===== src/design/kcl_pkg.sv =====
// ----------------------------------------------------------------------------
// kcl_pkg: shared types and constants of the keypad code lock
// Status codes, key characters, register indexes and the result record.
// ----------------------------------------------------------------------------
package kcl_pkg;

  localparam int StatusW  = 3;
  localparam int DigitsW  = 3;
  localparam int AttemptW = 3;
  localparam int SecondsW = 8;
  localparam int KeyW     = 8;
  localparam int CodeW    = 16;
  localparam int CfgIdxW  = 2;
  localparam int CfgDataW = 16;

  localparam logic [StatusW-1:0] ST_IGNORED  = 3'd0;
  localparam logic [StatusW-1:0] ST_TAKEN    = 3'd1;
  localparam logic [StatusW-1:0] ST_REMOVED  = 3'd2;
  localparam logic [StatusW-1:0] ST_GRANTED  = 3'd3;
  localparam logic [StatusW-1:0] ST_DENIED   = 3'd4;
  localparam logic [StatusW-1:0] ST_LOCKED   = 3'd5;
  localparam logic [StatusW-1:0] ST_UNLOCKED = 3'd6;

  localparam logic KIND_KEY  = 1'b0;
  localparam logic KIND_TICK = 1'b1;

  localparam logic [KeyW-1:0] KEY_ZERO  = 8'h30;
  localparam logic [KeyW-1:0] KEY_NINE  = 8'h39;
  localparam logic [KeyW-1:0] KEY_HASH  = 8'h23;
  localparam logic [KeyW-1:0] KEY_STAR  = 8'h2A;

  localparam logic [CfgIdxW-1:0] CFG_CODE_DIGITS  = 2'd0;
  localparam logic [CfgIdxW-1:0] CFG_MAX_ATTEMPTS = 2'd1;
  localparam logic [CfgIdxW-1:0] CFG_LOCK_SECONDS = 2'd2;

  localparam logic [CodeW-1:0]    RST_CODE_DIGITS  = 16'h2222;
  localparam logic [AttemptW-1:0] RST_MAX_ATTEMPTS = 3'd3;
  localparam logic [SecondsW-1:0] RST_LOCK_SECONDS = 8'd30;

  localparam logic [AttemptW-1:0] FAIL_SAT = 3'd7;

  typedef struct packed {
    logic [SecondsW-1:0] seconds_left;
    logic [AttemptW-1:0] attempts_used;
    logic [DigitsW-1:0]  digits_entered;
    logic [StatusW-1:0]  status;
  } kcl_result_t;

  typedef struct packed {
    logic [CodeW-1:0]    code_digits;
    logic [AttemptW-1:0] max_attempts;
    logic [SecondsW-1:0] lock_seconds;
  } kcl_cfg_t;

endpackage


===== src/design/keypad_code_lock.sv =====
// ----------------------------------------------------------------------------
// keypad_code_lock: four-digit keypad code lock with lockout
// Stream in key presses and one-second ticks, stream out one status per item.
// ----------------------------------------------------------------------------
// Usage:
//   Slave stream: tuser[0] is the item kind (0 key press, 1 tick), tdata[7:0]
//   is the ASCII key code. Every accepted item yields exactly one result on
//   the master stream: tdata[2:0] status, [5:3] digits entered, [8:6] failed
//   attempts, [16:9] lockout ticks left, upper bits zero.
//   Configuration: cfg_index_i 0 writes the BCD code, 1 the attempt limit,
//   2 the lockout length in ticks; other indexes are accepted and dropped.
//   Writes are always taken and must only be issued while the block is idle.
//   The result passes through one input register, then the update logic
//   feeding the result register; a stalled master side holds it back. One
//   item is accepted per cycle while the master side keeps taking results.
//   When the master side stalls, the result register holds and one more item
//   is parked in the input register before s_axis_tready drops.
//   Reset clears the counters, the lockout and both pipeline valid flags and
//   restores the code 2222, limit 3 and 30 ticks. The entry buffer is not
//   cleared; the digit count guards it.
// ----------------------------------------------------------------------------
module keypad_code_lock #(
  parameter int CODE_LENGTH = 4
) (
  input  logic                     clk_i,
  input  logic                     rst_ni,
  input  logic                     s_axis_tvalid,
  output logic                     s_axis_tready,
  input  logic [7:0]               s_axis_tdata,   // [7:0] key_char
  input  logic [0:0]               s_axis_tuser,   // [0] kind
  output logic                     m_axis_tvalid,
  input  logic                     m_axis_tready,
  output logic [23:0]              m_axis_tdata,   // [2:0] status, [5:3] digits_entered,
                                                   // [8:6] attempts_used, [16:9] seconds_left
  input  logic                     cfg_valid_i,
  output logic                     cfg_ready_o,
  input  logic [kcl_pkg::CfgIdxW-1:0]  cfg_index_i,
  input  logic [kcl_pkg::CfgDataW-1:0] cfg_data_i
);
  import kcl_pkg::*;

  kcl_cfg_t    cfg_q;
  logic        in_vld_q;
  logic        in_kind_q;
  logic [7:0]  in_key_q;
  logic        out_vld_q;
  kcl_result_t out_q;
  kcl_result_t core_res;
  logic        step;

  assign step          = in_vld_q && (!out_vld_q || m_axis_tready);
  assign s_axis_tready = !in_vld_q || step;
  assign cfg_ready_o   = 1'b1;

  always_ff @(posedge clk_i or negedge rst_ni) begin
    if (!rst_ni) begin
      cfg_q.code_digits  <= RST_CODE_DIGITS;
      cfg_q.max_attempts <= RST_MAX_ATTEMPTS;
      cfg_q.lock_seconds <= RST_LOCK_SECONDS;
    end else if (cfg_valid_i) begin
      case (cfg_index_i)
        CFG_CODE_DIGITS:  cfg_q.code_digits  <= cfg_data_i;
        CFG_MAX_ATTEMPTS: cfg_q.max_attempts <= cfg_data_i[AttemptW-1:0];
        CFG_LOCK_SECONDS: cfg_q.lock_seconds <= cfg_data_i[SecondsW-1:0];
        default: ;
      endcase
    end
  end

  always_ff @(posedge clk_i or negedge rst_ni) begin
    if (!rst_ni) begin
      in_vld_q  <= 1'b0;
      out_vld_q <= 1'b0;
    end else begin
      if (s_axis_tready) begin
        in_vld_q <= s_axis_tvalid;
      end
      if (step) begin
        out_vld_q <= 1'b1;
      end else if (m_axis_tready) begin
        out_vld_q <= 1'b0;
      end
    end
  end

  always_ff @(posedge clk_i) begin
    if (s_axis_tready && s_axis_tvalid) begin
      in_kind_q <= s_axis_tuser[0];
      in_key_q  <= s_axis_tdata;
    end
    if (step) begin
      out_q <= core_res;
    end
  end

  kcl_core #(
    .CODE_LENGTH(CODE_LENGTH)
  ) u_core (
    .clk_i     (clk_i),
    .rst_ni    (rst_ni),
    .step_i    (step),
    .kind_i    (in_kind_q),
    .key_char_i(in_key_q),
    .cfg_i     (cfg_q),
    .result_o  (core_res)
  );

  assign m_axis_tvalid = out_vld_q;
  assign m_axis_tdata  = {7'd0, out_q.seconds_left, out_q.attempts_used,
                          out_q.digits_entered, out_q.status};

  // An unlock always comes with a cleared failure count and timer.
  a_unlock_clears: assert property (@(posedge clk_i) disable iff (!rst_ni)
    (m_axis_tvalid && out_q.status == ST_UNLOCKED) |->
      (out_q.attempts_used == '0 && out_q.seconds_left == '0))
    else $error("unlock result with nonzero count or timer");

  // A submission, granted or denied, always empties the entry buffer.
  a_submit_empties: assert property (@(posedge clk_i) disable iff (!rst_ni)
    (m_axis_tvalid && (out_q.status == ST_GRANTED || out_q.status == ST_DENIED)) |->
      (out_q.digits_entered == '0))
    else $error("submission left digits in the buffer");

  // A parked item is never dropped while the output is stalled.
  a_parked_holds: assert property (@(posedge clk_i) disable iff (!rst_ni)
    (in_vld_q && !step) |=> in_vld_q)
    else $error("parked input item lost");

  // A new result is loaded only when the previous one was taken or absent.
  a_no_overwrite: assert property (@(posedge clk_i) disable iff (!rst_ni)
    (m_axis_tvalid && !m_axis_tready) |=> (m_axis_tvalid && $stable(m_axis_tdata)))
    else $error("stalled result overwritten");

endmodule


===== src/design/kcl_core.sv =====
// ----------------------------------------------------------------------------
// kcl_core: lock state and per-item update
// Holds the entry buffer, failure count and lockout timer, and works out the
// result of one item in a single pass.
// ----------------------------------------------------------------------------
module kcl_core #(
  parameter int CODE_LENGTH = 4
) (
  input  logic                clk_i,
  input  logic                rst_ni,
  input  logic                step_i,
  input  logic                kind_i,
  input  logic [7:0]          key_char_i,
  input  kcl_pkg::kcl_cfg_t   cfg_i,
  output kcl_pkg::kcl_result_t result_o
);
  import kcl_pkg::*;

  localparam int CntW = $clog2(CODE_LENGTH + 1);
  localparam int IdxW = (CODE_LENGTH > 1) ? $clog2(CODE_LENGTH) : 1;
  localparam int CodeNibbles = CodeW / 4;

  logic [3:0]          entry_buf_q [CODE_LENGTH];
  logic [CntW-1:0]     entry_cnt_q, entry_cnt_d;
  logic [AttemptW-1:0] fail_cnt_q, fail_cnt_d;
  logic                lock_q, lock_d;
  logic [SecondsW-1:0] remain_q, remain_d;

  logic [CODE_LENGTH-1:0] nib_ok;
  logic                   match;
  logic                   is_digit;
  logic                   take;
  logic [AttemptW-1:0]    fail_inc;
  logic [StatusW-1:0]     status;
  logic [3:0]             digit;

  // Buffer slot i is compared with code nibble CODE_LENGTH-1-i; nibbles beyond
  // the register compare against zero.
  for (genvar i = 0; i < CODE_LENGTH; i++) begin : g_cmp
    localparam int Pos = CODE_LENGTH - 1 - i;
    if (Pos < CodeNibbles) begin : g_in
      assign nib_ok[i] = (entry_buf_q[i] == cfg_i.code_digits[4*Pos +: 4]);
    end else begin : g_out
      assign nib_ok[i] = (entry_buf_q[i] == 4'd0);
    end
  end
  assign match = &nib_ok;

  assign is_digit = (key_char_i >= KEY_ZERO) && (key_char_i <= KEY_NINE);
  assign digit    = 4'(key_char_i - KEY_ZERO);
  assign fail_inc = (fail_cnt_q == FAIL_SAT) ? fail_cnt_q : fail_cnt_q + 3'd1;

  always_comb begin
    entry_cnt_d = entry_cnt_q;
    fail_cnt_d  = fail_cnt_q;
    lock_d      = lock_q;
    remain_d    = remain_q;
    status      = ST_IGNORED;
    take        = 1'b0;
    if (kind_i == KIND_TICK) begin
      if (lock_q) begin
        if (remain_q <= 8'd1) begin
          remain_d   = '0;
          lock_d     = 1'b0;
          fail_cnt_d = '0;
          status     = ST_UNLOCKED;
        end else begin
          remain_d = remain_q - 8'd1;
          status   = ST_LOCKED;
        end
      end
    end else if (!lock_q) begin
      if (is_digit) begin
        if (entry_cnt_q < CntW'(CODE_LENGTH)) begin
          take        = 1'b1;
          entry_cnt_d = entry_cnt_q + 1'b1;
          status      = ST_TAKEN;
        end
      end else if (key_char_i == KEY_HASH) begin
        if (entry_cnt_q != '0) begin
          entry_cnt_d = entry_cnt_q - 1'b1;
          status      = ST_REMOVED;
        end
      end else if (key_char_i == KEY_STAR) begin
        if (entry_cnt_q == CntW'(CODE_LENGTH)) begin
          entry_cnt_d = '0;
          if (match) begin
            status = ST_GRANTED;
          end else begin
            fail_cnt_d = fail_inc;
            if (fail_inc >= cfg_i.max_attempts) begin
              lock_d   = 1'b1;
              remain_d = cfg_i.lock_seconds;
            end
            status = ST_DENIED;
          end
        end
      end
    end
  end

  always_ff @(posedge clk_i or negedge rst_ni) begin
    if (!rst_ni) begin
      entry_cnt_q <= '0;
      fail_cnt_q  <= '0;
      lock_q      <= 1'b0;
      remain_q    <= '0;
    end else if (step_i) begin
      entry_cnt_q <= entry_cnt_d;
      fail_cnt_q  <= fail_cnt_d;
      lock_q      <= lock_d;
      remain_q    <= remain_d;
    end
  end

  // The entry buffer is payload only; slots are read only after being written.
  for (genvar i = 0; i < CODE_LENGTH; i++) begin : g_buf
    always_ff @(posedge clk_i) begin
      if (step_i && take && (entry_cnt_q[IdxW-1:0] == IdxW'(i))) begin
        entry_buf_q[i] <= digit;
      end
    end
  end

  assign result_o.status         = status;
  assign result_o.digits_entered = 3'(entry_cnt_d);
  assign result_o.attempts_used  = fail_cnt_d;
  assign result_o.seconds_left   = lock_d ? remain_d : '0;

endmodule

===== config.mk =====
export PLATFORM = sky130hd
export DESIGN_NAME = keypad_code_lock
export DESIGN_NICKNAME = d
export VERILOG_FILES = /design/src/design/kcl_pkg.sv /design/src/design/keypad_code_lock.sv /design/src/design/kcl_core.sv
export SDC_FILE = /design/constraint.sdc
export NUM_CORES = 1
export LEC_CHECK = 0
export CAP_MARGIN = 0
export CORE_MARGIN = 2
export CORE_UTILIZATION = 60
export CTS_CLUSTER_DIAMETER = 120
export DETAILED_ROUTE_END_ITERATION = 8
export DONT_BUFFER_PORTS = 1
export PLACE_DENSITY = 0.84
export SYNTH_ARGS = -nofsm -noshare
export SYNTH_HDL_FRONTEND = slang
export SYNTH_SLANG_ARGS = --single-unit
export TNS_END_PERCENT = 1

===== constraint.sdc =====
create_clock -name clk_i -period 4.35 [get_ports clk_i]
set_clock_uncertainty 0.2 [all_clocks]
set_input_delay 0.6525 -clock clk_i [delete_from_list [all_inputs] [get_ports clk_i]]
set_output_delay 0.6525 -clock clk_i [all_outputs]
set_load 0.01 [all_outputs]

==> summary.md, run 1 <==
| Metric | Value |
|---|---|
| Ports | around 60 |
| Largest net degree at the start of global routing | between 40 and 50 |
| Vias | between 2,000 and 3,000 |
| Cell chain of the critical path | ha_1 -> nand2_1 -> mux2_2 -> ha_1 -> a211oi_1 -> or3_1 -> o311ai_0 -> a31oi_1 |
| Slowest CP cell | or3_1 |
| Post-route ant nets | 0 |
| Die H | roughly 89 um |
| Final worst path period share | 69.5% |
| Reg power frac | 55.8% |
| Syn Area/Cell | about 12 um^2 |
| Final hold vios | 0 |
| Synth Instances | 350 |
| Kind of critical path | reg -> reg |
| Placed wire-length estimate | between 6000 and 7000 um |
| Post-CTS sizing | 0 |
| VDD IR max | 0.280 mV |
| H-tree Lvls | 3 |
| P_leak | 1.75 nW |
| Global-route wire length before repair | 13,800 um |
| Fmax | 331 MHz |
| Longest Clk Path Bufs | 2 |
| Register area share after synthesis | 55.1% |
| RSZ-0062 raised after global routing | false |
| Top delay family on crit path | simple AND/OR/NAND/NOR gates |
| Netlist cell types | 60 |
| RePlAce Congestion | 0.909 |
| CTS tree | done |
| Setup_tns | 0 ns |
| Fraction of layout cells with a size suffix above 1 | 19.3% |
| Sw frac | 27.4% |
| FFs w/ async S/R, synth | approximately half |
| Vias in the first global route | 2,733 |
| Critical path required time | 4.26 ns |
| Relative slew slack | 33.9% |
| EDFF count, synth | 42 |
| Port bufs | 0 |
| Initial DRC Count | 186 |
| Post-CTS setup buffers | 0 |
| WL/cell | 19.3 um |
| Total GRT Usage | 23.5% |
| Area grow syn2layout | 7.03% |
| CTS root buf | clkbuf_8 |
| Most frequent cells in the layout | edfxtp_1 (42), dfrtp_1 (34), mux2_2 (29), xor2_1 (17), o21ai_0 (15) |
| Max-cap violations | 0 |
| Post-layout net count | 397 |
| Rows | 30 |
| Switching Power | 0.000500 W |
| Setup Viol. Count Final | 0 |
| Synth top area share | 29.3% |
| Most used cell, CP | ha_1 |
| Seq cells post-synth | 86 |
| Initial antenna violation count | 0 |
| Combinational Power Share | 12.5% |
| Synth warn | 0 |
| Worst path buffer plus inverter count | 0 |
| Die area | between 7000 and 8000 um^2 |
| Slew @ Worst Pin | 0.982 ns |
| Total CTS buffers | 9 |
| Ant diodes | 0 |
| Delay of the slowest critical-path stage | 0.49 ns |
| Int Pwr | 0.00133 W |
| CP Max Fanout | 8 |
| Critical path launch point type | flip-flop |
| Vias per std cell | 6.30 |
| Clock Sinks | 86 |
| Top_reg_cell synth | edfxtp_1 |
| Gr ovfl total | 0 |
| First-pass DRT Iterations | 4 |
| Run status | finished clean |
| PwrDens | 396 nW/um^2 |
| Initial Util | 62.7% |
| Synth Cell Area | 4310 um^2 |
| Max-slew violations | 0 |
| Chip width | 88.7 um |
| Minimum clock period | between 3 and 4 ns |
| Core ar. | 6870 um^2 |
| Clock transition at path regs | ~0.090 ns |
| Worst Setup End Kind | flip-flop |
| Synth area leaders | edfxtp_1 (29%), dfrtp_1 (20%), mux2_2 (7.6%), dfstp_2 (6.1%), ha_1 (3.8%) |
| Clock share of power | 31.7% |
| Most common cell after layout, fill and taps aside | edfxtp_1 |
| DRC errors left | 0 |
| Arrival time at the worst endpoint | 2.93 ns |
| Worst hold margin | 0.182 ns |
| Cell taking the most area after synthesis | edfxtp_1 |
| Clk_lat worst skew | 0.37 ns |
| Total routed wirelength | 8730 um |
| Hold Path Class | in -> reg |
## repair_timing
action                                 CTS  global route
setup endpoints to repair                0             0
endpoints found under the hold margin   44             0
hold buffers                             2             0
## final timing paths
kind                       slack (ns)                  to                 start  depth (start not counted)
max                              1.33    m_axis_tdata[15]  u_core.fail_cnt_q[0]                          8
min                              0.18         in_key_q[7]       s_axis_tdata[7]                          0
max reg2reg                      1.33    m_axis_tdata[15]  u_core.fail_cnt_q[0]                          8
min reg2reg                      0.30       m_axis_tvalid              in_vld_q                          1
max in group asynchronous        3.07           cfg_q[12]                rst_ni                          2
min in group asynchronous        0.58  u_core.remain_q[5]                rst_ni                          2
## layer usage
metal  track usage, %  share of wire (%)  up-vias
li1                 -                  -     1323
met1             31.2                 43     1421
met2             37.9                 50       93
met3             4.29                4.2       15
met4             10.7                2.3        0
met5                0                  0        -
## power by group through the flow
stage | sequential [W] | combinational [W] | clock, W
2_1_floorplan | 0.00101 | 0.000176 | 0
3_3_place_gp | 0.00103 | 0.000196 | 0
3_5_place_dp | 0.00103 | 0.000211 | 0
4_1_cts | 0.00102 | 0.000227 | 0.000588
5_1_grt | 0.00103 | 0.000249 | 0.000615
6_report | 0.00102 | 0.000228 | 0.000579
## through the flow
stage / total power [W] / setup WS [ns] / util (%) / instances / area, um^2
after floorplan: 0.00119 / 1.60 / - / 356 / 4330
after global placement: 0.00123 / 1.49 / 63.6 / 435 / 4370
after detailed placement: 0.00125 / 1.37 / 63.6 / 435 / 4370
after CTS: 0.00183 / 1.35 / 67.1 / 453 / 4610
after global routing: 0.00189 / 1.16 / 67.1 / 453 / 4610
final: 0.00183 / 1.33 / 67.1 / 453 / 4610
## kinds of logic (layout without fill, tap and decap cells)
family | after synthesis | count (layout) | synth area share (%)
buffers and inverters | 32 | 33 | 3.57
XOR/XNOR | 19 | 19 | 3.86
adder cells (fa/ha/maj) | 13 | 13 | 3.78
AO/OA/AOI/OAI | 76 | 76 | 12.7
flip-flops | 86 | 86 | 55.1
AND/OR/NAND/NOR | 92 | 92 | 13.0
other | 2 | 8 | 0.174
multiplexers | 30 | 30 | 7.81
## cell usage after synthesis (2+ instances only)
cell type  number
edfxtp_1       42
dfrtp_1        34
mux2_2         29
xor2_1         17
o21ai_0        15
ha_1           13
nand2_1        13
nor2_1         12
a31oi_1        11
inv_1          11
nand3_1        11
a21oi_1        10
dfstp_2        10
clkbuf_1        9
buf_4           8
nor4_1          7
o311ai_0        7
nand2b_1        6
nand4_1         6
nand3b_1        5
or3_1           5
and2_1          4
o2bb2ai_1       4
a21o_1          3
a221o_1         3
a41oi_1         3
and3_1          3
and4_1          3
buf_2           3
nor3_1          3
or2_2           3
a211o_1         2
a21boi_0        2
conb_1          2
nor3b_2         2
o211ai_1        2
o31ai_1         2
or2_0           2
xnor2_1         2
## state kept, by name, summed over array words and instances (netlist names)
signal and flops:
u_core.entry_buf_q 16, in_key_q 8, cfg_q 27, in_kind_q 1, m_axis_tvalid 1, u_core.fail_cnt_q 3
u_core.remain_q 8, in_vld_q 1, m_axis_tdata 17, u_core.lock_q 1, u_core.entry_cnt_q 3
## worst reg2reg max path, cell delays in order, from the launching register on
cell and delay (ns):
dfrtp_1 0.45, ha_1 0.24, nand2_1 0.15, mux2_2 0.36, ha_1 0.27, a211oi_1 0.08, or3_1 0.49, o311ai_0 0.38
a31oi_1 0.15
## area by class of cell
cell class	instances	area, um^2
inverters	12	45.0
clock inverters	7	80.1
repair buffers	5	60.1
multi-input cells	238	1810
fillers	505	2260
flip-flops and latches	86	2370
well taps	96	120
clock buffers	9	124
Note: power is estimated with default switching activity, not from simulation.
==> inputs of run 2 (changes only) <==
--- a/config.mk
+++ b/config.mk
@@ -7,11 +7,11 @@
 export LEC_CHECK = 0
 export CAP_MARGIN = 0
 export CORE_MARGIN = 2
-export CORE_UTILIZATION = 60
+export CORE_UTILIZATION = 57
 export CTS_CLUSTER_DIAMETER = 120
 export DETAILED_ROUTE_END_ITERATION = 8
 export DONT_BUFFER_PORTS = 1
-export PLACE_DENSITY = 0.84
+export PLACE_DENSITY = 0.83
 export SYNTH_ARGS = -nofsm -noshare
 export SYNTH_HDL_FRONTEND = slang
 export SYNTH_SLANG_ARGS = --single-unit
==> constraint.sdc (replaced) <==
create_clock -name clk_i -period 2.76 [get_ports clk_i]
set_clock_uncertainty 0.2 [all_clocks]
set_input_delay 0.414 -clock clk_i [delete_from_list [all_inputs] [get_ports clk_i]]
set_output_delay 0.414 -clock clk_i [all_outputs]
set_load 0.01 [all_outputs]
==> run 2 against run 1 <==
Fmax increased by 11%. Final cell count is 12% higher. Clock power increased by 48%. Global-route usage rose by 0.46 points. Worst setup slack worse by 1.3 ns. Routed wire length rose by 13%. Utilization increased by 3.7 points. First-iteration DRC count is 5.4% lower. Die area grew 5.0%. Sequential share of layout area is 5.5 points lower. Design area is 12% higher. Non-clock buffer count up 50. Highest routed layer unchanged.
==> summary.md, run 2 (same netlist as run 1, synthesis figures left out) <==
| Metric | Value |
|---|---|
| PwrDens | about 560 nW/um^2 |
| Post-Layout Cell Count | 506 |
| VDD IR max | 0.328 mV |
| Max-cap violations | 0 |
| Port bufs | 0 |
| Most frequent cells in the layout | edfxtp_1 (42), dfrtp_1 (34), dlygate4sd3_1 (31), mux2_2 (28), buf_4 (21) |
| Delay of the slowest critical-path stage | 0.45 ns |
| Critical path required time | 2.77 ns |
| Gr ovfl total | 0 |
| Final worst path period share | 98.8% |
| Met2 track demand over resource | 39.2% |
| FF-to-FF path depth | 8 |
| Slowest CP cell | or3_4 |
| Clock transition at path regs | 0.08 ns |
| Core ar. | 7290 um^2 |
| DRC errors left | 0 |
| Grt met1 use | 31.7% |
| CTS root buf | clkbuf_8 |
| P_leak | roughly 2.0 nW |
| Max FFs per register | 27 |
| Post-route ant nets | 0 |
| GRT busiest layer | met2 |
| First-pass DRT Iterations | 6 |
| DP Cell Count | roughly 460 |
| Critical path launch point type | flip-flop |
| Worst R2R End | m_axis_tdata[10] |
| Setup Viol. Count Final | 0 |
| Ports | 59 |
| Total power | just under 0.003 W |
| Internal reg-to-reg setup slack | 0.03 ns |
| Clk_lat worst skew | 0.36 ns |
| Die H | ~91 um |
| Ant diodes | 0 |
| CP Max Fanout | 8 |
| Arrival time at the worst endpoint | 2.74 ns |
| Fraction of layout cells with a size suffix above 1 | 25.1% |
| Die area | between 8000 and 9000 um^2 |
| Cell chain of the critical path | ha_2 -> nand2_2 -> mux2_4 -> ha_4 -> a211oi_4 -> or3_4 -> o31a_4 -> nor3b_2 |
| Hold Path Class | in -> reg |
| Cell depth of the worst setup path | 8 |
| Worst Setup End Kind | flip-flop |
| CTS tree | done |
| Worst setup startpoint | u_core.fail_cnt_q[1] |
| Total routed wirelength | 9830 um |
| Total GRT Usage | 24.0% |
| Longest Clk Path Bufs | 2 |
| R2r startpoint | u_core.fail_cnt_q[1] |
| Chip width | 90.9 um |
| Final worst slack | 0.0323 ns |
| Max-slew violations | 0 |
| Initial antenna violation count | 0 |
| Placed wire-length estimate | between 6000 and 7000 um |
| Slew @ Worst Pin | 0.543 ns |
| Setup crit end | m_axis_tdata[10] |
| Pre-CTS setup slack | -0.0274 ns |
| Area grow syn2layout | 19.9% |
| Fillcell total | 512 |
| Minimum clock period | 2.73 ns |
| Vias per std cell | 6.12 |
| RSZ-0062 raised after global routing | true |
| Worst path buffer plus inverter count | 0 |
| Initial Util | 59.1% |
| Kind of critical path | reg -> reg |
| M3 GR Usage | 5.48% |
| Top reg by flops | cfg_q |
| Run status | finished clean |
| Vias | 3,097 |
| Rows | 31 |
| Top delay family on crit path | simple AND/OR/NAND/NOR gates |
| Setup_tns | 0 ns |
| RePlAce Congestion | between 0.9 and 1 |
| Fmax | 367 MHz |
| Final hold vios | 0 |
| Most common cell after layout, fill and taps aside | edfxtp_1 |
| Largest net degree at the start of global routing | 45 |
| Global-route wire length before repair | 15,400 um |
| Relative slew slack | 63.8% |
| Clock Sinks | 86 |
| Vias in the first global route | approximately 3,000 |
| Total CTS buffers | 9 |
| Initial DRC Count | 176 |
| Post-layout net count | 447 |
| H-tree Lvls | 3 |
| WL/cell | 19.4 um |
run 2: final cells by class:
cell class	count	area [um^2]	share of cell area (%)
clock buffer	11	153	2.96
sequential	86	2370	46.0
clock inverter	5	40.0	0.775
multi-input combinational	238	1920	37.1
timing repair buffer	55	512	9.91
tap	99	124	2.40
inverter	12	45.0	0.872
run 2: how the worst min path moves through the flow:
stage                              from                 end  slack, ns  depth (start not counted)
after global routing      m_axis_tready       m_axis_tvalid       0.04                          2
after CTS                 cfg_data_i[2]           cfg_q[10]      0.001                          1
after global placement           rst_ni  u_core.remain_q[2]      -0.08                          0
after floorplan                  rst_ni            cfg_q[0]      -0.08                          0
after detailed placement         rst_ni  u_core.remain_q[5]      -0.08                          0
final                     m_axis_tready       m_axis_tvalid       0.04                          2
run 2: per-layer routing:
metal / up-vias / wire (um)
met5: - / 0
met4: 0 / 233
met3: 25 / 577
met2: 125 / 4920
met1: 1528 / 4100
li1: 1419 / -
run 2: timing repair:
action                                  CTS  global route
gates resized for setup                   1            24
pin swaps                                 0             8
hold buffers                             28             4
endpoints found under the hold margin    76             4
buffers inserted                          0             2
cloned                                    0             1
endpoints found under the setup margin    4            16
run 2: power by group:
part	internal, W	switching (W)	leakage (nW)
sequential	0.00149	0.000107	0.910
clock	0.000391	0.000464	0.0960
combinational	0.000221	0.000220	0.980
run 2: per-stage QoR:
stage / hold WS [ns] / cell area (um^2) / utilization [%]
after floorplan: -0.0816 / 4330 / -
after global placement: -0.0799 / 4500 / 61.7
after detailed placement: -0.0802 / 4500 / 61.7
after CTS: 0.00119 / 5000 / 68.5
after global routing: 0.0381 / 5160 / 70.8
final: 0.0395 / 5160 / 70.8
run 2: worst reg2reg max path: cells and delay by family, from the launching register on:
kind            cells  cell delay, ns
simple gates        3            0.71
mux                 1            0.32
fa+ha+maj           2            0.48
flops               1            0.39
compound gates      2            0.49
==> inputs of run 3 (changes only) <==
--- a/config.mk
+++ b/config.mk
@@ -11,6 +11,7 @@
 export CTS_CLUSTER_DIAMETER = 120
 export DETAILED_ROUTE_END_ITERATION = 8
 export DONT_BUFFER_PORTS = 1
+export MAX_ROUTING_LAYER = met4
 export PLACE_DENSITY = 0.83
 export SYNTH_ARGS = -nofsm -noshare
 export SYNTH_HDL_FRONTEND = slang
==> run 3 against run 2 <==
Non-clock buffer count is 7 lower. Power fell by 1.4%. First-iteration DRC count increased by 53%. Hold slack got worse by 0.020 ns. Clock power down 3.7%. Register-to-register slack about the same. Final cell count decreased by 1.2%. Sequential cell count unchanged. Utilization down 1.6 points. Global-route usage is 1.5 points higher. Critical path depth is 4 higher. Highest routed layer unchanged.
==> summary.md, run 3 (same netlist as run 1, synthesis figures left out) <==
| Metric | Value |
|---|---|
| Total GRT Usage | 25.5% |
| RePlAce Congestion | 0.963 |
| Clk_lat worst skew | around 0.36 ns |
| Placed wire-length estimate | 6570 um |
| Slew @ Worst Pin | 0.526 ns |
| Most common cell after layout, fill and taps aside | edfxtp_1 |
| WL/cell | between 15 and 20 um |
| Final hold vios | 0 |
| Top reg by flops | cfg_q |
| Final worst slack | 0.0181 ns |
| Vias | 3,109 |
| Initial Util | around 59% |
| Post-route ant nets | 0 |
| DRC errors left | 0 |
| Ports | 59 |
| Worst Setup End Kind | flip-flop |
| RSZ-0062 raised after global routing | true |
| Vias per std cell | 6.22 |
| Die area | roughly 8300 um^2 |
| FF-to-FF path depth | 12 |
| Max FFs per register | 27 |
| Fillcell total | 527 |
| Vias in the first global route | slightly above 3,000 |
| Run status | finished clean |
| Initial DRC Count | 270 |
| Total routed wirelength | 9890 um |
| Fraction of layout cells with a size suffix above 1 | 23.8% |
| Critical path launch point type | flip-flop |
| Max-slew violations | 0 |
| P_leak | 1.94 nW |
| Arrival time at the worst endpoint | 2.83 ns |
| Final worst path period share | 99.3% |
| CP Max Fanout | 12 |
| Die H | between 90 and 100 um |
| Hold Crit Depth | 1 |
| Critical path required time | between 2 and 3 ns |
| Core ar. | 7290 um^2 |
| Global-route wire length before repair | ~16,000 um |
| Post-CTS setup buffers | 0 |
| Most frequent cells in the layout | edfxtp_1 (42), dfrtp_1 (34), mux2_2 (29), dlygate4sd3_1 (26), buf_4 (20) |
| Largest net degree at the start of global routing | 45 |
| Clock transition at path regs | 0.09 ns |
| First-pass DRT Iterations | 5 |
| Fmax | 365 MHz |
| CTS tree | done |
| Minimum clock period | roughly 2.7 ns |
| Hold Path Class | in -> reg |
| Max-cap violations | 0 |
| Worst hold margin | 0.0191 ns |
| Post-layout net count | 440 |
| H-tree Lvls | 3 |
| Setup Viol. Count Final | 0 |
| Gr ovfl total | 0 |
| Final Cell Area | around 5000 um^2 |
| Longest Clk Path Bufs | 2 |
| Chip width | just over 90 um |
| Rows | 31 |
| VDD IR max | 0.389 mV |
| PwrDens | 565 nW/um^2 |
| CTS root buf | clkbuf_8 |
| Kind of critical path | reg -> reg |
| Clock Sinks | 86 |
| Relative slew slack | 64.9% |
| Pre-CTS setup slack | -0.0777 ns |
| Total CTS buffers | 9 |
| Initial antenna violation count | 0 |
| Area grow syn2layout | 17.2% |
| DP Area | 4510 um^2 |
| Port bufs | 0 |
-- run 3: changes by cell type in the layout (fill, tap and decap cells not counted), sizes merged --
cell         previous run  this run
clkinv                  2         5
dlygate4sd3            31        26
inv                    14        13
buf                    24        22
clkbuf                 11         9
diode                   0         1
-- run 3: area by class of cell --
class,instances,area [um^2],area share [%]
sequential,86,2370,47.0
multi-input combinational,238,1870,37.1
timing repair buffer,48,449,8.89
clock buffer,9,124,2.45
tap,99,124,2.45
clock inverter,7,56.3,1.11
inverter,12,45.0,0.892
antenna,1,2.50,0.0496
-- run 3: timing repair --
item / in CTS / in global routing
gates resized for setup: 3 / 12
hold buffers: 27 / 0
hold endpoints to repair: 80 / 0
endpoints found under the setup margin: 7 / 16
pin swaps: 0 / 2
gates cloned: 0 / 0
-- run 3: routing by layer --
| metal | vias to the layer above | global-route usage, % | routed length [um] |
|---|---|---|---|
| met5 | - | - | 0 |
| met4 | 0 | 8.59 | 187 |
| met3 | 22 | 3.98 | 652 |
| met2 | 168 | 41.2 | 5020 |
| met1 | 1520 | 33.3 | 4030 |
| li1 | 1399 | - | - |
-- run 3: final timing paths --
kind	from	to	slack [ns]
min in group asynchronous	rst_ni	u_core.remain_q[4]	0.37
worst min register to register	in_vld_q	m_axis_tvalid	0.31
worst min-delay path	cfg_data_i[13]	cfg_q[24]	0.02
worst max register to register	u_core.fail_cnt_q[0]	u_core.remain_q[4]	0.02
worst max-delay path	u_core.fail_cnt_q[0]	u_core.remain_q[4]	0.02
max in group asynchronous	rst_ni	cfg_q[9]	1.72
-- run 3: per-stage QoR --
stage	util [%]	instances	total power (W)	TNS (ns)
finish	69.3	500	0.00286	0
global route	69.2	499	0.00298	-1.13
floorplan	-	356	0.00187	0
detailed placement	61.8	456	0.00198	-0.261
CTS	68.5	499	0.00284	-0.0294
global placement	61.8	456	0.00196	0
-- run 3: worst max-delay path, stage by stage (launching register included) --
cell       delay (ns)
dfrtp_1          0.40
ha_1             0.22
nand2_1          0.09
buf_4            0.13
xnor2_1          0.11
ha_1             0.24
nand2b_1         0.17
a211oi_2         0.27
nor3_1           0.08
buf_4            0.20
a32oi_4          0.30
buf_6            0.15
o2bb2ai_1        0.10
-- run 3: power by group --
part	total [W]	internal (W)	switching (W)
clock network	0.000823	0.000336	0.000487
logic	0.000434	0.000212	0.000222
registers	0.00160	0.00149	0.000106
